**src/hdl/assert_macros.svh**
```systemverilog
// Assertion macros shared by the bit packer RTL.
// Depends on nothing; included by the files that check their own logic.
`ifndef ASSERT_MACROS_SVH
`define ASSERT_MACROS_SVH

// Same-cycle implication, switched off while reset is asserted.
`define ASSERT_IMPL(lbl, clk, rstn, ante, cons, msg) \
    lbl: assert property (@(posedge clk) disable iff (!rstn) (ante) |-> (cons)) \
        else $error(msg);

// Next-cycle implication, switched off while reset is asserted.
`define ASSERT_NEXT(lbl, clk, rstn, ante, cons, msg) \
    lbl: assert property (@(posedge clk) disable iff (!rstn) (ante) |=> (cons)) \
        else $error(msg);

// Next-cycle implication that is also checked across reset.
`define ASSERT_NEXT_ALWAYS(lbl, clk, ante, cons, msg) \
    lbl: assert property (@(posedge clk) (ante) |=> (cons)) \
        else $error(msg);

`endif

```
**src/hdl/mbp_pkg.sv**
```systemverilog
// Shared types and constants of the MSB-first bit packer.
// Depends on nothing; imported by every module of the block.
package mbp_pkg;

    // Widest code the block may be configured for, and the effective limit.
    localparam int CODE_WIDTH_MAX = 32;
    localparam int CODE_LIMIT     = (CODE_WIDTH_MAX > 32) ? 32 : CODE_WIDTH_MAX;

    // Field widths.
    localparam int CODE_BITS  = 32;
    localparam int WIDTH_BITS = 6;
    localparam int BYTE_BITS  = 8;
    localparam int HELD_BITS  = 3;
    localparam int ACC_BITS   = CODE_BITS + BYTE_BITS;

    // Queue between front and back.
    localparam int QUEUE_DEPTH = 2;
    localparam int QPTR_W      = (QUEUE_DEPTH > 1) ? $clog2(QUEUE_DEPTH) : 1;
    localparam int QCNT_W      = $clog2(QUEUE_DEPTH + 1);

    // Item operations.
    typedef enum logic [0:0] {
        OP_WRITE = 1'b0,
        OP_FLUSH = 1'b1
    } mbp_op_t;

    // One queued run of bytes: up to four bytes, first in bits 31:24.
    typedef struct packed {
        logic [CODE_BITS-1:0] bytes;
        logic [1:0]           last_idx;
    } mbp_entry_t;

    // Queue status seen by the top level and the back.
    typedef struct packed {
        logic full;
        logic empty;
    } mbp_qstat_t;

    // Front status, exposed for checking.
    typedef struct packed {
        logic [HELD_BITS-1:0] held;
    } mbp_fstat_t;

endpackage

```
**src/hdl/mbp_front.sv**
```systemverilog
// Front part of the bit packer: accepts items, merges codes into the pending byte.
// Depends on mbp_pkg; pushes runs of completed bytes into mbp_queue.
module mbp_front (
    input  logic                               aclk,
    input  logic                               aresetn,
    input  logic                               accept,
    input  mbp_pkg::mbp_op_t                   opcode,
    input  logic [mbp_pkg::CODE_BITS-1:0]      code_value,
    input  logic [mbp_pkg::WIDTH_BITS-1:0]     code_width,
    output logic                               push,
    output mbp_pkg::mbp_entry_t                entry,
    output mbp_pkg::mbp_fstat_t                fstat
);
    import mbp_pkg::*;

    localparam logic [WIDTH_BITS-1:0] LIMIT_W = WIDTH_BITS'(CODE_LIMIT);
    localparam logic [WIDTH_BITS-1:0] FULL_W  = WIDTH_BITS'(CODE_BITS);

    logic [BYTE_BITS-1:0]  pending_reg, pending_next;
    logic [HELD_BITS-1:0]  held_reg, held_next;

    logic [WIDTH_BITS-1:0] width_eff;
    logic [CODE_BITS-1:0]  code_left;
    logic [ACC_BITS-1:0]   acc;
    logic [ACC_BITS-1:0]   acc_rest;
    logic [WIDTH_BITS-1:0] total;
    logic [2:0]            nbytes;

    // Saturate the width, then left-align the code; bits above the width shift out.
    always_comb begin
        width_eff = (code_width > LIMIT_W) ? LIMIT_W : code_width;
        code_left = code_value << (FULL_W - width_eff);
        acc       = {pending_reg, {CODE_BITS{1'b0}}}
                  | ({code_left, {BYTE_BITS{1'b0}}} >> held_reg);
        total     = WIDTH_BITS'(held_reg) + width_eff;
        nbytes    = total[WIDTH_BITS-1:3];
        acc_rest  = acc << {nbytes, 3'b000};
    end

    // Decide what a beat does to the pending byte and to the queue.
    always_comb begin
        pending_next = pending_reg;
        held_next    = held_reg;
        push         = 1'b0;
        entry.bytes  = acc[ACC_BITS-1 -: CODE_BITS];
        entry.last_idx = 2'(nbytes - 3'd1);
        if (accept) begin
            if (opcode == OP_FLUSH) begin
                push           = (held_reg != '0);
                entry.bytes    = {pending_reg, {(CODE_BITS-BYTE_BITS){1'b0}}};
                entry.last_idx = 2'd0;
                pending_next   = '0;
                held_next      = '0;
            end else if (width_eff != '0) begin
                push         = (nbytes != 3'd0);
                pending_next = acc_rest[ACC_BITS-1 -: BYTE_BITS];
                held_next    = total[HELD_BITS-1:0];
            end
        end
    end

    // Pending state registers.
    always_ff @(posedge aclk) begin
        if (!aresetn) begin
            pending_reg <= '0;
            held_reg    <= '0;
        end else begin
            pending_reg <= pending_next;
            held_reg    <= held_next;
        end
    end

    assign fstat.held = held_reg;

endmodule

```
**src/hdl/mbp_queue.sv**
```systemverilog
// Short queue of byte runs between the front and the back of the bit packer.
// Depends on mbp_pkg for the entry type and the depth.
module mbp_queue (
    input  logic                  aclk,
    input  logic                  aresetn,
    input  logic                  push,
    input  mbp_pkg::mbp_entry_t   wr_entry,
    input  logic                  pop,
    output mbp_pkg::mbp_entry_t   rd_entry,
    output mbp_pkg::mbp_qstat_t   qstat
);
    import mbp_pkg::*;

    localparam logic [QPTR_W-1:0] PTR_LAST = QPTR_W'(QUEUE_DEPTH - 1);
    localparam logic [QCNT_W-1:0] CNT_FULL = QCNT_W'(QUEUE_DEPTH);

    mbp_entry_t          slots_reg [QUEUE_DEPTH];
    logic [QPTR_W-1:0]   wr_ptr_reg, wr_ptr_next;
    logic [QPTR_W-1:0]   rd_ptr_reg, rd_ptr_next;
    logic [QCNT_W-1:0]   count_reg, count_next;
    logic                do_push, do_pop;

    // Pointer and fill count updates; a pop of an empty queue is ignored.
    always_comb begin
        do_push     = push && (count_reg != CNT_FULL);
        do_pop      = pop && (count_reg != '0);
        wr_ptr_next = wr_ptr_reg;
        rd_ptr_next = rd_ptr_reg;
        count_next  = count_reg;
        if (do_push) begin
            wr_ptr_next = (wr_ptr_reg == PTR_LAST) ? '0 : wr_ptr_reg + 1'b1;
        end
        if (do_pop) begin
            rd_ptr_next = (rd_ptr_reg == PTR_LAST) ? '0 : rd_ptr_reg + 1'b1;
        end
        if (do_push && !do_pop) begin
            count_next = count_reg + 1'b1;
        end else if (do_pop && !do_push) begin
            count_next = count_reg - 1'b1;
        end
    end

    // Control registers.
    always_ff @(posedge aclk) begin
        if (!aresetn) begin
            wr_ptr_reg <= '0;
            rd_ptr_reg <= '0;
            count_reg  <= '0;
        end else begin
            wr_ptr_reg <= wr_ptr_next;
            rd_ptr_reg <= rd_ptr_next;
            count_reg  <= count_next;
        end
    end

    // Entry storage.
    always_ff @(posedge aclk) begin
        if (do_push) begin
            slots_reg[wr_ptr_reg] <= wr_entry;
        end
    end

    assign rd_entry    = slots_reg[rd_ptr_reg];
    assign qstat.full  = (count_reg == CNT_FULL);
    assign qstat.empty = (count_reg == '0);

endmodule

```
**src/hdl/mbp_back.sv**
```systemverilog
// Back of the packer: unrolls queued runs into one byte per cycle unless stalled.
// Depends on mbp_pkg; pops entries from mbp_queue and drives the result channel.
module mbp_back (
    input  logic                              aclk,
    input  logic                              aresetn,
    input  mbp_pkg::mbp_entry_t               head,
    input  mbp_pkg::mbp_qstat_t               qstat,
    output logic                              pop,
    output logic                              m_valid,
    input  logic                              m_ready,
    output logic [mbp_pkg::BYTE_BITS-1:0]     m_out_byte,
    output logic                              m_last_of_run
);
    import mbp_pkg::*;

    mbp_entry_t            cur_reg;
    logic                  cur_valid_reg, cur_valid_next;
    logic [1:0]            idx_reg, idx_next;
    logic                  m_valid_reg, m_valid_next;
    logic [BYTE_BITS-1:0]  byte_reg;
    logic                  last_reg;

    logic                  out_load, emit, cur_last;
    logic [BYTE_BITS-1:0]  byte_sel;

    // Pick the byte at the current index, first byte in the top bits.
    always_comb begin
        case (idx_reg)
            2'd0:    byte_sel = cur_reg.bytes[31:24];
            2'd1:    byte_sel = cur_reg.bytes[23:16];
            2'd2:    byte_sel = cur_reg.bytes[15:8];
            default: byte_sel = cur_reg.bytes[7:0];
        endcase
    end

    // Emit when the output register is free, fetch the next run as this one ends.
    always_comb begin
        out_load       = !m_valid_reg || m_ready;
        cur_last       = (idx_reg == cur_reg.last_idx);
        emit           = cur_valid_reg && out_load;
        pop            = !qstat.empty && (!cur_valid_reg || (emit && cur_last));
        cur_valid_next = cur_valid_reg;
        idx_next       = idx_reg;
        if (pop) begin
            cur_valid_next = 1'b1;
            idx_next       = '0;
        end else if (emit) begin
            cur_valid_next = !cur_last;
            idx_next       = idx_reg + 1'b1;
        end
        if (emit) begin
            m_valid_next = 1'b1;
        end else if (m_ready) begin
            m_valid_next = 1'b0;
        end else begin
            m_valid_next = m_valid_reg;
        end
    end

    // Control registers.
    always_ff @(posedge aclk) begin
        if (!aresetn) begin
            cur_valid_reg <= 1'b0;
            idx_reg       <= '0;
            m_valid_reg   <= 1'b0;
        end else begin
            cur_valid_reg <= cur_valid_next;
            idx_reg       <= idx_next;
            m_valid_reg   <= m_valid_next;
        end
    end

    // Payload registers.
    always_ff @(posedge aclk) begin
        if (pop) begin
            cur_reg <= head;
        end
        if (emit) begin
            byte_reg <= byte_sel;
            last_reg <= cur_last;
        end
    end

    assign m_valid       = m_valid_reg;
    assign m_out_byte    = byte_reg;
    assign m_last_of_run = last_reg;

endmodule

```
**src/hdl/msb_first_bit_packer.sv**
```systemverilog
// MSB-first bit packer. A write beat appends the low code_width bits (0 to 32) of
// code_value, first bit first, after the pending partial byte; every completed byte
// leaves on the result channel with last_of_run set on the final byte of that beat.
// A flush beat sends the partial byte, zero padded in its low bits, if one is pending.
// The front merges one input beat per cycle while the two-entry run queue has room;
// the back sends one byte per cycle while m_ready allows, so an item that completes
// n bytes (one to four) holds the output for those bytes; the queue lets the front
// take new beats meanwhile. Bytes pass the queue, run and output registers in order.
// Depends on mbp_pkg, mbp_front, mbp_queue, mbp_back and assert_macros.svh.
`include "assert_macros.svh"

module msb_first_bit_packer (
    input  logic                               aclk,
    input  logic                               aresetn,
    input  logic                               s_valid,
    output logic                               s_ready,
    input  logic                               s_opcode,
    input  logic [mbp_pkg::CODE_BITS-1:0]      s_code_value,
    input  logic [mbp_pkg::WIDTH_BITS-1:0]     s_code_width,
    output logic                               m_valid,
    input  logic                               m_ready,
    output logic [mbp_pkg::BYTE_BITS-1:0]      m_out_byte,
    output logic                               m_last_of_run
);
    import mbp_pkg::*;

    logic        accept;
    logic        flush_beat;
    logic        push, pop;
    mbp_entry_t  push_entry, head_entry;
    mbp_qstat_t  qstat;
    mbp_fstat_t  fstat;

    // The front takes a beat whenever the queue can hold what it may produce.
    assign s_ready    = !qstat.full;
    assign accept     = s_valid && s_ready;
    assign flush_beat = accept && (s_opcode == OP_FLUSH);

    mbp_front u_front (
        .aclk       (aclk),
        .aresetn    (aresetn),
        .accept     (accept),
        .opcode     (mbp_op_t'(s_opcode)),
        .code_value (s_code_value),
        .code_width (s_code_width),
        .push       (push),
        .entry      (push_entry),
        .fstat      (fstat)
    );

    mbp_queue u_queue (
        .aclk     (aclk),
        .aresetn  (aresetn),
        .push     (push),
        .wr_entry (push_entry),
        .pop      (pop),
        .rd_entry (head_entry),
        .qstat    (qstat)
    );

    mbp_back u_back (
        .aclk          (aclk),
        .aresetn       (aresetn),
        .head          (head_entry),
        .qstat         (qstat),
        .pop           (pop),
        .m_valid       (m_valid),
        .m_ready       (m_ready),
        .m_out_byte    (m_out_byte),
        .m_last_of_run (m_last_of_run)
    );

    // The front never pushes a run into a full queue.
    `ASSERT_IMPL(a_no_push_when_full, aclk, aresetn, push, !qstat.full, "push into full queue")

    // A flush leaves nothing pending.
    `ASSERT_NEXT(a_flush_clears, aclk, aresetn, flush_beat, fstat.held == '0, "flush kept bits")

    // No byte is offered in the cycle after reset.
    `ASSERT_NEXT_ALWAYS(a_reset_quiet, aclk, !aresetn, !m_valid, "output valid after reset")

endmodule

```
**config.mk**
```make
export PLATFORM = sky130hd
export DESIGN_NAME = msb_first_bit_packer
export DESIGN_NICKNAME = d
export VERILOG_FILES = /design/src/hdl/mbp_pkg.sv /design/src/hdl/mbp_front.sv /design/src/hdl/mbp_queue.sv /design/src/hdl/mbp_back.sv /design/src/hdl/msb_first_bit_packer.sv
export VERILOG_INCLUDE_DIRS = /design/src /design/src/hdl
export SDC_FILE = /design/constraint.sdc
export NUM_CORES = 1
export LEC_CHECK = 0
export BUFFER_PORTS_ARGS = -buffer_cell sky130_fd_sc_hd__buf_2
export CAP_MARGIN = 20
export CORE_UTILIZATION = 56
export CTS_BUF_LIST = sky130_fd_sc_hd__clkbuf_16
export CTS_CLUSTER_SIZE = 16
export DETAILED_ROUTE_END_ITERATION = 8
export PLACE_DENSITY = 0.73
export SYNTH_ARGS = -nofsm -noshare
export SYNTH_HDL_FRONTEND = slang
export SYNTH_SLANG_ARGS = --single-unit
```
**constraint.sdc**
```tcl
create_clock -name aclk -period 5.5 [get_ports aclk]
set_input_delay 1.1 -clock aclk [delete_from_list [all_inputs] [get_ports aclk]]
set_output_delay 1.1 -clock aclk [all_outputs]
set_load 0.01 [all_outputs]
```
Word-level counts from Yosys, hierarchy flattened
Memories as Yosys holds them, arrays and structs flattened. A register that Yosys moved wholly into a read port is not among the register bits.
Index checks and enable logic that the tools add are counted.
Cells by class
  $add $sub $neg: 8
  order comparisons: 1
  eq/ne operators: 5
  shift operators: 3
  multiplexer cells: 21
  bitwise gates (word level): 2
  reductions and logical operators: 29
Operator list (count)
  34-bit two-way mux: 2
  40-bit bitwise OR: 1
  40-bit by 6-bit left shift with 40-bit output: 1
  40-bit by 3-bit >> shifter with 40-bit output: 1
  32-bit by 6-bit left shift with 32-bit output: 1
  8-bit case mux with 3 select lines: 1
  8-bit two-way mux: 2
  1-bit two-way mux: 11
  2-bit nonzero test: 5
  1-bit logical AND: 8
  1-bit logical NOT: 7
  3-bit by 6-bit adder with 6-bit output: 1
  6-bit > comparator, second input constant: 1
  3-bit two-way mux: 2
  6-bit two-way mux: 1
  3-bit nonzero test: 2
  6-bit nonzero test: 1
  6-bit subtractor, first input constant: 1
  2-bit by 1-bit adder with 2-bit output, second input constant: 2
  2-bit == test, second input constant: 2
  2-bit logical NOT: 2
  2-bit two-way mux: 2
  2-bit by 1-bit subtractor with 2-bit output, second input constant: 2
  1-bit adder, second input constant: 2
  other kinds (7): 8
Storage, ports and cells
  register bits: 28
  bits in writable memories: 68
  input port bits: 43
  output and inout port bits: 11
  memories: 1
Memories
  u_queue.slots_reg: depth 2, width 34, read ports 1, clocked after Yosys merged registers in 1, write ports 1, line mbp_queue.sv:17  | mbp_entry_t slots_reg [QUEUE_DEPTH];

Longest topological paths before layout
  word-level depth: 12
  depth in mapped cells: 21
  mapped depth without buffers: 17

Cells and area by module
A second synthesis with hierarchy kept.
Unflattened totals
  cell total of the unflattened synthesis: 950
  area, all modules: 9450.3 sq um
Modules (own cells, without submodules)
  mbp_front: instances 1, cells each 717, area an instance 4986.0 sq um, seq. area each 220.2 sq um
  mbp_queue: instances 1, cells each 131, area an instance 2686.3 sq um, seq. area each 2142.1 sq um
  mbp_back: instances 1, cells each 100, area an instance 1767.9 sq um, seq. area each 1371.3 sq um
  msb_first_bit_packer: instances 1, cells each 2, area an instance 10.0 sq um, seq. area each 0.0 sq um

Worst setup path before layout
Ideal clock, no wire load.
  kind: input-to-reg
  from: in s_code_width[5] (netlist name)
  to: mem u_queue.slots_reg[0][0] (netlist name), enable pin
  arrival: 5.456 ns
  required time: 5.071 ns
  slack: -0.385 ns
  cell stages on the path: 18
  path buffers: 5
  cells stage by stage: buf_4 > nor2b_1 > buf_4 > buf_4 > buf_1 > ha_1 > fa_1 > a21o_1 > nand2_1 > xnor2_1 > and2_1 > inv_1 > buf_2 > ha_1 > nand2_1 > nor2_1 > a211oi_1 > nor2b_1
On the way
  longest elaborated chain between the ends: 10
  elaborated cells between the ends (all ways): 11
  classes of those cells: add/sub (1); order compare (1); mux (6); reduce/logical (3)
RTL lines
  start: declaration: line msb_first_bit_packer.sv:19  | input logic [mbp_pkg::WIDTH_BITS-1:0] s_code_width,
  6-bit > comparator: line mbp_front.sv:31  | width_eff = (code_width > LIMIT_W) ? LIMIT_W : code_width;
  6-bit two-way mux (*): line mbp_front.sv:31
  3-bit by 6-bit adder with 6-bit output: line mbp_front.sv:35  | total = WIDTH_BITS'(held_reg) + width_eff;
  3-bit nonzero test: line mbp_front.sv:55  | push = (nbytes != 3'd0);
  1-bit two-way mux (*): line mbp_front.sv:54  | end else if (width_eff != '0) begin
  1-bit two-way mux (*): line mbp_front.sv:48  | if (opcode == OP_FLUSH) begin
  1-bit two-way mux (*): line mbp_front.sv:47  | if (accept) begin
  1-bit logical AND (*): line mbp_queue.sv:25  | do_push = push && (count_reg != CNT_FULL);
  net u_queue.do_push: line mbp_queue.sv:21  | logic do_push, do_pop;
  1-bit two-way mux (*): line mbp_queue.sv:58  | if (do_push) begin
  1-bit two-way mux (not written as such) (*): line mbp_queue.sv:59  | slots_reg[wr_ptr_reg] <= wr_entry;
  end: declaration: line mbp_queue.sv:17
Mark *: on every way through the listed nets, which the timed path passes. The rest lies on a longest branch.

==> flow_metrics.py <==
metrics = {
    "cts": {
        "cts_max_path_buffers": 2,
        "cts_hold_buf": 0,
        "postCtsSetupRepairBufs": 0,
        "htreeDepth": 4,
        "root_buffer": "clkbuf_16",
        "clock_latency_ns": 0.42,
        "clk_transition_reported_paths_ns": 0.06,
        "cts_tree": "done",
        "cts_sinks": 130,
        "cts_resized": 0,
        "numCtsBuffers": 17,
    },
    "cells_and_area": {
        "final_core_utilization": 0.640,
        "final_cell_mix": "111 x edfxtp_1, 83 x nor2_1, 72 x mux2i_1, 56 x nand2_1, 53 x buf_2",
        "final_common_cell": "edfxtp_1",
        "nets": 953,
        "largest_reg_flops": 68,
        "antenna_cells": 0,
        "drive_gt1_frac": 0.216,
        "fin_area_um2": 10100,
        "area_growth_pct": 11.8,
    },
    "drt": {
        "drt_iter0_markers": 874,
        "vias": 7636,
        "wl_per_cell_um": 23.7,
        "vias_per_cell": 6.77,
        "dr.pass1.iters": 7,
        "drcViolationCount": 0,
        "ant_nets": 0,
        "drt-total-wl_mm": 26.8,
    },
    "critical_path": {
        "cp_top_family": "multiplexers",
        "crit_chain": "buf_2, nor2b_4, inv_2, ha_2, mux2i_1, mux4_1, and2_1, or3_1, a31oi_1, a22oi_1, and2_1, a211oi_1",
        "critPathArrivalTime_ns": 5.17,
        "startpoint_type": "input pin",
        "cp_max_fo": 36,
        "max_stage_delay_ns": 0.92,
        "critPathMostFrequentCell": "and2_1",
        "path_class": "input pin to flop",
        "cp.required_ns": 5.66,
        "cp_num_buf_inv": 2,
        "cp-end-kind": "flop",
        "slowest_stage": "ha_2",
    },
    "logic_synthesis": {
        "synth_nets": 922,
        "syn_area_um2": 9060,
        "synth-edff-count": 111,
        "synth-seq-cells": 130,
        "synthArstFlopShare": 0,
        "synth_ff_type": "edfxtp_1",
        "syn_inst": 868,
        "yosys_warnings": 0,
        "synthDistinctLibCells": 78,
        "avgSynthCellArea_um2": 10.4,
        "synth-seq-area-share": 0.410,
    },
    "place": {
        "gp_congestion": 0.983,
        "dpl_cell_area_um2": 9500,
        "io_buffers": 53,
        "place_hpwl_mm": 19.7,
    },
    "flow_run": {
        "drv_cap": 0,
    },
    "floorplanning": {
        "core_area_um2": 15800,
        "initial_core_util": 0.573,
        "ios": 54,
        "dieArea_um2": 16700,
        "core.rowCount": 46,
        "die_h_um": 129,
        "dieWidth_um": 129,
    },
    "run_status": {
        "status": "complete, no violations",
    },
    "sta": {
        "finalCritPeriodShare": 0.912,
        "worst_pin_slew_ns": 0.918,
        "fin_skew_ns": 0.0107,
        "slew_violations": 0,
        "fin_crit_ns": 5.01,
        "max-slew-margin-rel": 0.388,
        "setup_violations": 0,
        "finalHoldViolations": 0,
        "fmax_mhz": 199,
        "rsz0062_at_grt": "false",
        "setup_tns_ns": 0,
        "whs_ns": 0.460,
    },
    "pwr": {
        "powerDensity_nw_per_um2": 391,
        "leakagePower_nw": 3.91,
        "ir_drop_mv": 0.259,
        "total_power_mw": 3.96,
    },
    "grt": {
        "antenna_found_initial": 0,
        "grt-ovfl-total": 0,
        "grt_pass1_wl_mm": 41.3,
        "grt_pass1_vias": 7389,
        "grt_start_max_net_pins": 47,
        "grt_use_total": 0.330,
    },
    "worst_hold_path": {
        "holdCritPathClass": "flop to flop",
    },
}
final timing paths:
kind	startpoint	end	slack (ns)	cells past startpoint
setup / recovery	s_code_width[5]	u_queue.slots_reg[1][15]	0.49	12
hold / removal	u_front.pending_reg[0]	u_front.pending_reg[0]	0.46	1
setup reg to reg	u_front.fstat[0]	u_queue.slots_reg[0][22]	1.69	14
hold reg to reg	u_front.pending_reg[0]	u_front.pending_reg[0]	0.46	1
cell families after synthesis:
kind of cell    Yosys count  share of synthesized area
fa+ha+maj                11                     0.0160
flops                   130                      0.410
xor+xnor                 12                     0.0157
simple gates            240                      0.122
compound gates          226                      0.177
buf+inv                 100                     0.0487
mux                     149                      0.210
routing by layer:
layer	part of all wire	track usage
met1	0.41	0.416
met5	0	0
met3	0.057	0.0372
met4	0.049	0.190
met2	0.49	0.553
report_power, final:
| group | internal, mW | switching, mW | total [mW] |
|---|---|---|---|
| combinational | 0.517 | 0.841 | 1.36 |
| sequential | 1.39 | 0.0657 | 1.45 |
| clock | 0.718 | 0.434 | 1.15 |
| total | 2.62 | 1.34 | 3.96 |
Yosys cell counts, types with 5 or more instances:
library cell / number / area share
nor2_1: 83 / 0.034
a21oi_1: 46 / 0.025
o31ai_1: 8 / 0.0066
nor3_1: 29 / 0.016
a21o_1: 14 / 0.012
a32oi_1: 8 / 0.0077
buf_4: 6 / 0.0050
mux4_2: 19 / 0.047
mux4_1: 7 / 0.020
a211oi_1: 17 / 0.014
xor2_1: 5 / 0.0048
dfxtp_1: 19 / 0.042
mux2_2: 51 / 0.063
o211ai_1: 6 / 0.0050
and2_1: 9 / 0.0062
a22oi_1: 5 / 0.0041
o22ai_1: 12 / 0.0083
nand4_1: 8 / 0.0055
a31oi_1: 7 / 0.0048
o21ai_0: 29 / 0.016
a222oi_1: 8 / 0.0088
mux2i_1: 72 / 0.080
ha_1: 10 / 0.014
o2bb2ai_1: 5 / 0.0048
inv_1: 27 / 0.011
clkbuf_1: 46 / 0.019
nand3_1: 28 / 0.015
edfxtp_1: 111 / 0.37
buf_2: 11 / 0.0061
nand2_1: 56 / 0.023
xnor2_1: 5 / 0.0048
a211o_1: 8 / 0.0077
cell type report:
type / instances / area (um^2)
Inverter: 30 / 113
Tap cell: 216 / 270
Sequential cell: 130 / 3710
Multi-Input combinational cell: 638 / 4920
Clock buffer: 17 / 425
Fill cell: 1272 / 5690
Clock inverter: 15 / 184
Timing Repair Buffer: 82 / 503
metrics by stage:
stage	std cells	worst slack, ns
CTS	1127	0.594
global route	1128	0.358
finish	1128	0.486
detailed placement	1095	0.163
global placement	1095	0.349
floorplan	868	0.234
(Power assumes the default switching activity.)
